===== config.mk =====
export PLATFORM = sky130hd
export DESIGN_NAME = cpu_load_affinity_balancer_unit
export DESIGN_NICKNAME = d
export VERILOG_FILES = /design/src/rtl/clab_pkg.sv /design/src/rtl/clab_ctrl.sv /design/src/rtl/clab_dpath.sv /design/src/rtl/cpu_load_affinity_balancer_unit.sv
export SDC_FILE = /design/constraint.sdc
export NUM_CORES = 1
export LEC_CHECK = 0
export BUFFER_PORTS_ARGS = -buffer_cell sky130_fd_sc_hd__buf_4
export CAP_MARGIN = 20
export CORE_AREA = 2 2 236 238
export DETAILED_ROUTE_END_ITERATION = 6
export DIE_AREA = 0 0 238 240
export GPL_ROUTABILITY_DRIVEN = 0
export PLACE_DENSITY = 0.7
export SYNTH_ARGS = -nofsm -noshare
export SYNTH_HDL_FRONTEND = slang
export SYNTH_HIERARCHICAL = 1
export SYNTH_SLANG_ARGS = --single-unit

===== constraint.sdc =====
create_clock -name clk -period 5.4 [get_ports clk]
set_input_delay 0 -clock clk [delete_from_list [all_inputs] [get_ports clk]]
set_output_delay 0 -clock clk [all_outputs]
set_load 0.03 [all_outputs]

===== src/rtl/clab_pkg.sv =====
// clab_pkg: shared types and constants for the CPU load affinity balancer.
// Holds the table sizes, the input and result word structs, action and register
// codes, and the command/status structs that join the controller and the datapath.
`timescale 1ns / 1ps

package clab_pkg;

  // table sizes; the word fields below are sized for these
  localparam int NUM_CPUS  = 8;
  localparam int NUM_PROCS = 64;

  // action codes of the input word
  localparam logic [2:0] ACT_TICK     = 3'd0;
  localparam logic [2:0] ACT_CLEAR    = 3'd1;
  localparam logic [2:0] ACT_DISPATCH = 3'd2;
  localparam logic [2:0] ACT_SET_RUN  = 3'd3;
  localparam logic [2:0] ACT_CHECK    = 3'd4;

  // configuration register indexes
  localparam logic [1:0] CFG_THRESHOLD = 2'd0;
  localparam logic [1:0] CFG_COOLDOWN  = 2'd1;

  // reset values of the configuration registers
  localparam logic [7:0]  THRESHOLD_RESET = 8'd2;
  localparam logic [15:0] COOLDOWN_RESET  = 16'd20;

  typedef struct packed {
    logic [2:0] action;
    logic [5:0] proc_index;
    logic [2:0] cpu_index;
    logic       runnable_flag;
  } item_t;

  typedef struct packed {
    logic        check_done;
    logic        migrated;
    logic [5:0]  migrated_proc;
    logic [2:0]  source_cpu;
    logic [15:0] source_load;
    logic [15:0] own_load;
  } result_t;

  // load memory read address select
  typedef enum logic [1:0] {
    LR_SCAN,
    LR_DEC,
    LR_CPU
  } lrd_sel_t;

  // load memory update
  typedef enum logic {
    LW_DEC,
    LW_INC
  } lw_op_t;

  // affinity memory update
  typedef enum logic [1:0] {
    AW_INVAL,
    AW_SET,
    AW_MIG
  } aw_op_t;

  // process table read address select
  typedef enum logic {
    PR_SCAN,
    PR_PROC
  } prd_sel_t;

  typedef struct packed {
    logic     capture;
    logic     clr;
    logic     cnt_clr;
    logic     cnt_inc;
    logic     tick_inc;
    logic     stamp;
    logic     lrd_en;
    lrd_sel_t lrd_sel;
    logic     lscan;
    logic     lwr_en;
    lw_op_t   lw_op;
    logic     prd_en;
    prd_sel_t prd_sel;
    logic     pscan;
    logic     awr_en;
    aw_op_t   aw_op;
    logic     rwr_en;
  } cmd_t;

  typedef struct packed {
    logic [2:0] action;
    logic       p_ok;
    logic       c_ok;
    logic       cool_ok;
    logic       same;
    logic       aff_valid;
    logic       lead_ok;
    logic       hit;
    logic       cnt_last_cpu;
    logic       cnt_last_proc;
    logic       cnt_last_clr;
  } status_t;

endpackage


===== src/rtl/clab_ctrl.sv =====
// clab_ctrl: sequencer for the balancer; clearing pass, per-action steps,
// load scan and process scan of a balance check. Uses clab_pkg.
`timescale 1ns / 1ps

module clab_ctrl
  import clab_pkg::*;
(
  input  logic    clk,
  input  logic    rst,
  input  logic    start,
  input  status_t stat,
  output cmd_t    cmd,
  output logic    busy,
  output logic    done
);

  typedef enum logic [3:0] {
    S_CLR,
    S_IDLE,
    S_EXEC,
    S_DEVAL,
    S_LSCAN,
    S_LDRAIN,
    S_LEAD,
    S_PSCAN,
    S_PDRAIN,
    S_PEND,
    S_MIG,
    S_DEC,
    S_INC,
    S_DONE
  } state_t;

  state_t state, state_next;

  // next state and commands
  always_comb begin
    state_next = state;
    cmd = '0;
    unique case (state)
      S_CLR: begin
        cmd.clr = 1'b1;
        cmd.cnt_inc = 1'b1;
        if (stat.cnt_last_clr) begin
          cmd.cnt_clr = 1'b1;
          state_next = S_IDLE;
        end
      end
      S_IDLE: begin
        if (start) begin
          cmd.capture = 1'b1;
          state_next = S_EXEC;
        end
      end
      S_EXEC: begin
        state_next = S_DONE;
        case (stat.action)
          ACT_TICK: cmd.tick_inc = 1'b1;
          ACT_CLEAR: begin
            if (stat.p_ok) begin
              cmd.awr_en = 1'b1;
              cmd.aw_op = AW_INVAL;
            end
          end
          ACT_DISPATCH: begin
            if (stat.p_ok && stat.c_ok) begin
              cmd.prd_en = 1'b1;
              cmd.prd_sel = PR_PROC;
              state_next = S_DEVAL;
            end
          end
          ACT_SET_RUN: cmd.rwr_en = stat.p_ok;
          ACT_CHECK: begin
            if (stat.c_ok && stat.cool_ok) begin
              cmd.stamp = 1'b1;
              cmd.cnt_clr = 1'b1;
              state_next = S_LSCAN;
            end
          end
          default: state_next = S_DONE;
        endcase
      end
      S_DEVAL: begin
        cmd.awr_en = 1'b1;
        cmd.aw_op = AW_SET;
        if (stat.same) begin
          state_next = S_DONE;
        end else if (stat.aff_valid) begin
          cmd.lrd_en = 1'b1;
          cmd.lrd_sel = LR_DEC;
          state_next = S_DEC;
        end else begin
          cmd.lrd_en = 1'b1;
          cmd.lrd_sel = LR_CPU;
          state_next = S_INC;
        end
      end
      // one load word read per cycle
      S_LSCAN: begin
        cmd.lrd_en = 1'b1;
        cmd.lrd_sel = LR_SCAN;
        cmd.lscan = 1'b1;
        cmd.cnt_inc = 1'b1;
        if (stat.cnt_last_cpu) begin
          cmd.cnt_clr = 1'b1;
          state_next = S_LDRAIN;
        end
      end
      S_LDRAIN: state_next = S_LEAD;
      S_LEAD: begin
        cmd.cnt_clr = 1'b1;
        state_next = stat.lead_ok ? S_PSCAN : S_DONE;
      end
      // one process entry per cycle, stop at first match
      S_PSCAN: begin
        if (stat.hit) begin
          state_next = S_MIG;
        end else begin
          cmd.prd_en = 1'b1;
          cmd.prd_sel = PR_SCAN;
          cmd.pscan = 1'b1;
          cmd.cnt_inc = 1'b1;
          if (stat.cnt_last_proc) begin
            state_next = S_PDRAIN;
          end
        end
      end
      S_PDRAIN: state_next = S_PEND;
      S_PEND: state_next = stat.hit ? S_MIG : S_DONE;
      S_MIG: begin
        cmd.awr_en = 1'b1;
        cmd.aw_op = AW_MIG;
        cmd.lrd_en = 1'b1;
        cmd.lrd_sel = LR_DEC;
        state_next = S_DEC;
      end
      S_DEC: begin
        cmd.lwr_en = 1'b1;
        cmd.lw_op = LW_DEC;
        cmd.lrd_en = 1'b1;
        cmd.lrd_sel = LR_CPU;
        state_next = S_INC;
      end
      S_INC: begin
        cmd.lwr_en = 1'b1;
        cmd.lw_op = LW_INC;
        state_next = S_DONE;
      end
      S_DONE: state_next = S_IDLE;
      default: state_next = S_IDLE;
    endcase
  end

  // state and registered handshake outputs
  always_ff @(posedge clk) begin
    if (rst) begin
      state <= S_CLR;
      busy <= 1'b1;
      done <= 1'b0;
    end else begin
      state <= state_next;
      busy <= (state_next != S_IDLE);
      done <= (state_next == S_DONE);
    end
  end

endmodule


===== src/rtl/clab_dpath.sv =====
// clab_dpath: balancer datapath; load memory, process affinity and runnable
// memories, tick and stamp counters, config registers, scan and result regs.
// Uses clab_pkg; driven by clab_ctrl.
`timescale 1ns / 1ps

module clab_dpath
  import clab_pkg::*;
(
  input  logic        clk,
  input  logic        rst,
  input  item_t       item,
  input  logic        cfg_we,
  input  logic [1:0]  cfg_index,
  input  logic [15:0] cfg_data,
  input  cmd_t        cmd,
  output status_t     stat,
  output result_t     result
);

  localparam int CW   = $clog2(NUM_CPUS);
  localparam int PW   = $clog2(NUM_PROCS);
  localparam int MAXN = (NUM_CPUS > NUM_PROCS) ? NUM_CPUS : NUM_PROCS;
  localparam int CNTW = $clog2(MAXN);

  // configuration
  logic [7:0]  thr;
  logic [15:0] cool;

  always_ff @(posedge clk) begin
    if (rst) begin
      thr <= THRESHOLD_RESET;
      cool <= COOLDOWN_RESET;
    end else if (cfg_we) begin
      case (cfg_index)
        CFG_THRESHOLD: thr <= cfg_data[7:0];
        CFG_COOLDOWN:  cool <= cfg_data;
        default: ;
      endcase
    end
  end

  // captured input word
  item_t item_q;

  always_ff @(posedge clk) begin
    if (cmd.capture) item_q <= item;
  end

  logic [CW-1:0] cpu_a;
  logic [PW-1:0] proc_a;
  assign cpu_a = CW'(item_q.cpu_index);
  assign proc_a = PW'(item_q.proc_index);

  // shared scan / clear counter
  logic [CNTW-1:0] cnt;

  always_ff @(posedge clk) begin
    if (rst || cmd.cnt_clr) begin
      cnt <= '0;
    end else if (cmd.cnt_inc) begin
      cnt <= cnt + 1'b1;
    end
  end

  logic cnt_in_cpus;
  assign cnt_in_cpus = ({1'b0, cnt} < (CNTW + 1)'(NUM_CPUS));

  // time keeping
  logic [31:0] tick_count, last_check;

  always_ff @(posedge clk) begin
    if (rst) begin
      tick_count <= '0;
      last_check <= '0;
    end else begin
      if (cmd.tick_inc) tick_count <= tick_count + 32'd1;
      if (cmd.stamp) last_check <= tick_count;
    end
  end

  // process table: {valid, cpu} and runnable flag, read at one address
  logic [CW:0]   aff_mem [NUM_PROCS];
  logic          run_mem [NUM_PROCS];
  logic [CW:0]   pdata;
  logic          prun;
  logic [PW-1:0] prd_addr, awr_addr;
  logic [CW:0]   awr_data;
  logic [PW-1:0] hit_idx;

  always_comb begin
    prd_addr = (cmd.prd_sel == PR_SCAN) ? cnt[PW-1:0] : proc_a;
    awr_addr = proc_a;
    awr_data = {1'b1, cpu_a};
    case (cmd.aw_op)
      AW_INVAL: awr_data = {1'b0, cpu_a};
      AW_SET:   awr_data = {1'b1, cpu_a};
      AW_MIG:   awr_addr = hit_idx;
      default:  awr_data = {1'b1, cpu_a};
    endcase
  end

  always_ff @(posedge clk) begin
    if (cmd.clr) begin
      aff_mem[cnt[PW-1:0]] <= '0;
      run_mem[cnt[PW-1:0]] <= 1'b0;
    end else begin
      if (cmd.awr_en) aff_mem[awr_addr] <= awr_data;
      if (cmd.rwr_en) run_mem[proc_a] <= item_q.runnable_flag;
    end
    if (cmd.prd_en) begin
      pdata <= aff_mem[prd_addr];
      prun <= run_mem[prd_addr];
    end
  end

  // load counts, one read and one write port
  logic [15:0]   load_mem [NUM_CPUS];
  logic [15:0]   lrd;
  logic [CW-1:0] lrd_addr, lwr_addr, dec_cpu;
  logic [15:0]   lwr_data;
  logic          lwr_en;
  logic [CW-1:0] best;

  assign dec_cpu = (item_q.action == ACT_CHECK) ? best : pdata[CW-1:0];

  always_comb begin
    case (cmd.lrd_sel)
      LR_SCAN: lrd_addr = cnt[CW-1:0];
      LR_DEC:  lrd_addr = dec_cpu;
      LR_CPU:  lrd_addr = cpu_a;
      default: lrd_addr = cpu_a;
    endcase
    lwr_en = cmd.lwr_en;
    if (cmd.clr) begin
      lwr_en = cnt_in_cpus;
      lwr_addr = cnt[CW-1:0];
      lwr_data = '0;
    end else if (cmd.lw_op == LW_DEC) begin
      lwr_addr = dec_cpu;
      lwr_data = (lrd != 16'd0) ? lrd - 16'd1 : lrd;
    end else begin
      lwr_addr = cpu_a;
      lwr_data = (lrd != 16'hFFFF) ? lrd + 16'd1 : lrd;
    end
  end

  always_ff @(posedge clk) begin
    if (lwr_en) load_mem[lwr_addr] <= lwr_data;
    if (cmd.lrd_en) lrd <= load_mem[lrd_addr];
  end

  // scan tracking: read data arrives in the cycle after the address
  logic            lscan_q, pscan_q;
  logic [CNTW-1:0] sidx_q;

  always_ff @(posedge clk) begin
    if (rst) begin
      lscan_q <= 1'b0;
      pscan_q <= 1'b0;
    end else begin
      lscan_q <= cmd.lscan;
      pscan_q <= cmd.pscan;
    end
    sidx_q <= cnt;
  end

  // check result registers
  logic        chk, found, hit;
  logic [15:0] best_load, own_load;

  always_ff @(posedge clk) begin
    if (rst || cmd.capture) begin
      chk <= 1'b0;
      found <= 1'b0;
      hit <= 1'b0;
      best <= '0;
      best_load <= '0;
      own_load <= '0;
      hit_idx <= '0;
    end else begin
      if (cmd.stamp) chk <= 1'b1;
      // busiest other CPU, lowest index on ties, load above zero
      if (lscan_q) begin
        if (sidx_q[CW-1:0] == cpu_a) begin
          own_load <= lrd;
        end else if (lrd > best_load) begin
          best_load <= lrd;
          best <= sidx_q[CW-1:0];
          found <= 1'b1;
        end
      end
      // first runnable process bound to the busiest CPU
      if (pscan_q && !hit && prun && pdata[CW] && (pdata[CW-1:0] == best)) begin
        hit <= 1'b1;
        hit_idx <= sidx_q[PW-1:0];
      end
    end
  end

  // status to the controller
  always_comb begin
    stat.action = item_q.action;
    stat.p_ok = (32'(item_q.proc_index) < NUM_PROCS);
    stat.c_ok = (32'(item_q.cpu_index) < NUM_CPUS);
    stat.cool_ok = ((tick_count - last_check) >= {16'd0, cool});
    stat.same = pdata[CW] && (pdata[CW-1:0] == cpu_a);
    stat.aff_valid = pdata[CW];
    stat.lead_ok = found && ({1'b0, best_load} >= ({1'b0, own_load} + {9'd0, thr}));
    stat.hit = hit;
    stat.cnt_last_cpu = (cnt == CNTW'(NUM_CPUS - 1));
    stat.cnt_last_proc = (cnt == CNTW'(NUM_PROCS - 1));
    stat.cnt_last_clr = (cnt == CNTW'(MAXN - 1));
  end

  // result word
  always_comb begin
    result.check_done = chk;
    result.migrated = hit;
    result.migrated_proc = 6'(hit_idx);
    result.source_cpu = 3'(best);
    result.source_load = best_load;
    result.own_load = own_load;
  end

endmodule


===== src/rtl/cpu_load_affinity_balancer_unit.sv =====
// cpu_load_affinity_balancer_unit: top level of the idle-CPU pull balancer.
// Joins clab_ctrl and clab_dpath; uses clab_pkg.
`timescale 1ns / 1ps

// One word at a time: a word is taken on a clock edge with start high and
// busy low, and its result word is on result when done is high for exactly one cycle;
// there is no way to hold it off, so capture it on that edge.
// Every word gives one result (all zero unless a balance check ran).
// A balance check that runs reads the load memory one CPU per cycle, then
// the process table one entry per cycle, through single read ports. After
// reset a clearing pass over max(NUM_CPUS, NUM_PROCS) entries runs with
// busy high; configuration writes are taken at any time.
module cpu_load_affinity_balancer_unit
  import clab_pkg::*;
(
  input  logic        clk,
  input  logic        rst,
  input  logic        start,
  output logic        busy,
  input  item_t       item,
  output logic        done,
  output result_t     result,
  input  logic        cfg_we,
  input  logic [1:0]  cfg_index,
  input  logic [15:0] cfg_data
);

  cmd_t    cmd;
  status_t stat;

  // sequencer
  clab_ctrl u_ctrl (
    .clk   (clk),
    .rst   (rst),
    .start (start),
    .stat  (stat),
    .cmd   (cmd),
    .busy  (busy),
    .done  (done)
  );

  // memories, counters and result registers
  clab_dpath u_dpath (
    .clk       (clk),
    .rst       (rst),
    .item      (item),
    .cfg_we    (cfg_we),
    .cfg_index (cfg_index),
    .cfg_data  (cfg_data),
    .cmd       (cmd),
    .stat      (stat),
    .result    (result)
  );

endmodule


==> flow_metrics.env <==
export IMPL_syn_inst=2352
export IMPL_setup_viol=0
export IMPL_finalMaxSlewViolations=0
export IMPL_cts_buffer_depth=3
export IMPL_fillers=4171
export IMPL_ys_types=83
export IMPL_stdcell_count=3232
export IMPL_cts_root_buf="clkbuf_16"
export IMPL_reg2reg_from="u_dpath/tick_count[0]"
export IMPL_cts_htree_levels=3
export IMPL_synth_most_common_cell="edfxtp_1"
export IMPL_drcViolationCount=0
export IMPL_ios=80
export IMPL_grt_max_degree=65
export IMPL_numPortBuffers=79
export IMPL_core_area_mm2=0.0547
export IMPL_grt_pass1_vias=19202
export IMPL_synth_top_area_share_pct=48.6
export IMPL_vdd_ir_drop_max_mv=0.315
export IMPL_worstPathArrival_ps=5640
export IMPL_final_period_utilization_pct=94.7
export IMPL_placed_cells=3074
export IMPL_cp_slowest_cell="or4b_4"
export IMPL_crit_type="reg -> reg"
export IMPL_relSlewSlack_pct=27.7
export IMPL_status="complete, no violations"
export IMPL_vias=19362
export IMPL_worstPathRequired_ps=5930
export IMPL_hold_class="in -> reg"
export IMPL_fin_crit_ps=5120
export IMPL_ys_top_cells_by_area="edfxtp_1 49%, dfxtp_1 10%, mux4_2 8.5%"
export IMPL_finClkSkew_ps=17.6
export IMPL_die_w_um=238
export IMPL_clock_sinks=634
export IMPL_yosysTopAreaCell="edfxtp_1"
export IMPL_avgSynthCellArea_um2=12.7
export IMPL_nNetsFinal=2609
export IMPL_vias_per_cell=5.99
export IMPL_cpPeakStageDelay_ps=550
export IMPL_synth_edf_count=482
export IMPL_yosysSeqAreaShare_pct=58.8
export IMPL_wirelength_um=68500
export IMPL_first_iter_violations=1493
export IMPL_fin_area_mm2=0.0340
export IMPL_dp_final_hpwl_um=44800
export IMPL_grt_pass1_wl_um=108000
export IMPL_yosysWarnings=6
export IMPL_max_freq_mhz=195
export IMPL_placementRows=86
export IMPL_ant_nets=0
export IMPL_ys_seq_elements=634
export IMPL_die_area_mm2=0.0571
export IMPL_min_delay_start="cfg_we"
export IMPL_drive_gt1_share_pct=16.5
export IMPL_hold_viol_final=0
export IMPL_p_leak_nw=12.7
export IMPL_crit_top_cell="nand4_1"
export IMPL_synth_flop_cell="edfxtp_1"
export IMPL_startpoint_type="register"
export IMPL_syn_to_final_growth_pct=14.1
export IMPL_maxCapViolCount=0
export IMPL_antenna_found_initial=1
export IMPL_endpoint_kind="register"
export IMPL_hold_ws_ps=72.9
export IMPL_p_per_area_mw_per_mm2=391
export IMPL_initial_core_util_pct=54.5
export IMPL_wl_per_cell_um=21.2
export IMPL_crit_chain="inv_1 > ha_1 > fa_2 > and2b_2 > o2111ai_4 > a2111oi_4 > buf_4 > nor3_1 > xnor2_1 > ha_1 > nand4_1 > o22ai_1 > nor4_1 > nand4_1 > a211o_1 > nor4_2 > o2111ai_1 > or4b_4 > nand4_1 > nor2b_1 > o32ai_1 > or2_2 > a21oi_1"
export IMPL_die_h_um=240
export IMPL_syn_area_mm2=0.0298
export IMPL_startpoint="u_dpath/tick_count[0]"
export IMPL_placed_area_mm2=0.0313
export IMPL_clock_latency_ps=600
export IMPL_dr_pass1_iters=5
export IMPL_grt_overflow=0
export IMPL_cts_made_buffers=68
export IMPL_worstMarginPinSlew_ps=1080
export IMPL_synthArstFlopShare_pct=0
export IMPL_track_usage_pct=24.2
export IMPL_path_clk_slew_ps=60
export IMPL_cp_max_fo=6
export IMPL_cts_tree="yes"
export IMPL_synth_commonest_cells="482 x edfxtp_1, 333 x nor2_1, 204 x nand2_1, 152 x dfxtp_1, 112 x mux4_2"
==> area by class of cell <==
| type | count | area (um2) | share of cell area (%) |
|---|---|---|---|
| tap | 704 | 881 | 2.59 |
| timing repair buffer | 175 | 1470 | 4.33 |
| multi-input combinational | 1509 | 11600 | 34.2 |
| inverter | 92 | 345 | 1.02 |
| clock buffer | 84 | 1810 | 5.33 |
| clock inverter | 33 | 355 | 1.05 |
| antenna | 1 | 2.50 | 0.00736 |
| sequential | 634 | 17500 | 51.5 |
==> cells by family (layout without fill, tap and decap cells) <==
group,after synthesis,in the layout,share of synthesized area [%]
buf+inv,210,384,2.99
xor+xnor,90,90,2.64
mux,234,234,12.7
fa+ha+maj,94,94,4.00
flops,634,634,58.8
simple gates,767,767,11.5
other cells,1,3,0.0126
compound gates,322,322,7.40
==> layout by cell type (no fill, tap or decap), types with 8 or more instances in the layout <==
master	n
nor4_1	11
nor3_1	20
clkbuf_1	12
and3_1	19
mux2i_1	99
or3_1	14
clkinv_1	11
mux4_2	112
o21bai_1	8
edfxtp_1	482
o22ai_1	9
o21ai_0	45
a21o_1	16
nor2b_1	20
a211oi_1	32
a311oi_1	11
buf_4	132
nand2b_1	27
o21a_1	16
a211o_1	10
nand3_1	37
dlygate4sd3_1	38
nand2_1	204
a31oi_1	16
nand4_1	20
clkbuf_16	69
nor2_1	331
a21oi_1	93
ha_1	91
mux2_2	19
dfxtp_1	151
inv_1	92
xnor2_1	38
and2_1	24
xor2_1	52
==> sequential cells by signal, indices dropped and copies added (netlist names), 6 cells and up <==
signal and flops:
u_dpath/last_check 32, u_dpath/lrd 16, u_dpath/load_mem 128, u_dpath/own_load 16, u_dpath/proc_a 6, u_dpath/cnt 6, u_dpath/sidx_q 6, u_dpath/tick_count 32
u_dpath/cool 16, u_dpath/thr 8, u_dpath/hit_idx 6, u_dpath/run_mem 64, u_dpath/aff_mem 256, u_dpath/best_load 16
==> critical path: cells and delay by family (launching register included) <==
| kind | cells | cell delay [ps] |
|---|---|---|
| AND/OR/NAND/NOR | 10 | 2200 |
| AO/OA/AOI/OAI | 7 | 1260 |
| adder cells (fa/ha/maj) | 3 | 890 |
| flip-flops | 1 | 320 |
| buffers and inverters | 2 | 220 |
| XOR/XNOR | 1 | 160 |
==> what timing repair did <==
item / CTS / global route
hold buffers: 38 / 0
endpoints found under the setup margin: 1 / 43
buffers inserted: 0 / 1
pin swaps: 0 / 7
hold endpoints to repair: 55 / 0
gates resized for setup: 1 / 15
==> power breakdown <==
part | internal, mW | total (mW) | switching (mW) | leakage [nW]
logic | 1.12 | 2.74 | 1.62 | 5.46
clock network | 2.68 | 4.56 | 1.88 | 1.05
registers | 5.82 | 6.01 | 0.187 | 6.17
==> worst paths after layout <==
path	end	cells after the start	slack (ps)
setup / recovery	u_dpath/cnt[5]	23	280
hold / removal	u_dpath/thr[6]	5	70
setup reg to reg	u_dpath/cnt[5]	23	280
hold reg to reg	u_dpath/found	2	450
==> through the flow <==
| step | power (mW) | util (%) | worst slack, ps | setup TNS (ps) |
|---|---|---|---|---|
| floorplan | 7.99 | - | 248 | 0 |
| global placement | 8.74 | 57.3 | 55.8 | 0 |
| detailed placement | 8.81 | 57.3 | -9.40 | -9.40 |
| CTS | 13.4 | 62.0 | 30.0 | 0 |
| global route | 13.8 | 62.2 | -7.00 | -7.00 |
| finish | 13.3 | 62.2 | 284 | 0 |
==> routing by layer <==
layer / vias up / part of all wire, % / GRT usage [%] / wire length, um
li1: 8975 / - / - / -
met1: 9619 / 44 / 33.8 / 29900
met2: 646 / 48 / 39.2 / 32600
met3: 120 / 6.3 / 3.73 / 4330
met4: 2 / 2.5 / 7.97 / 1710
met5: - / 0.025 / 0 / 17
Note: power is estimated with default switching activity, not from simulation.
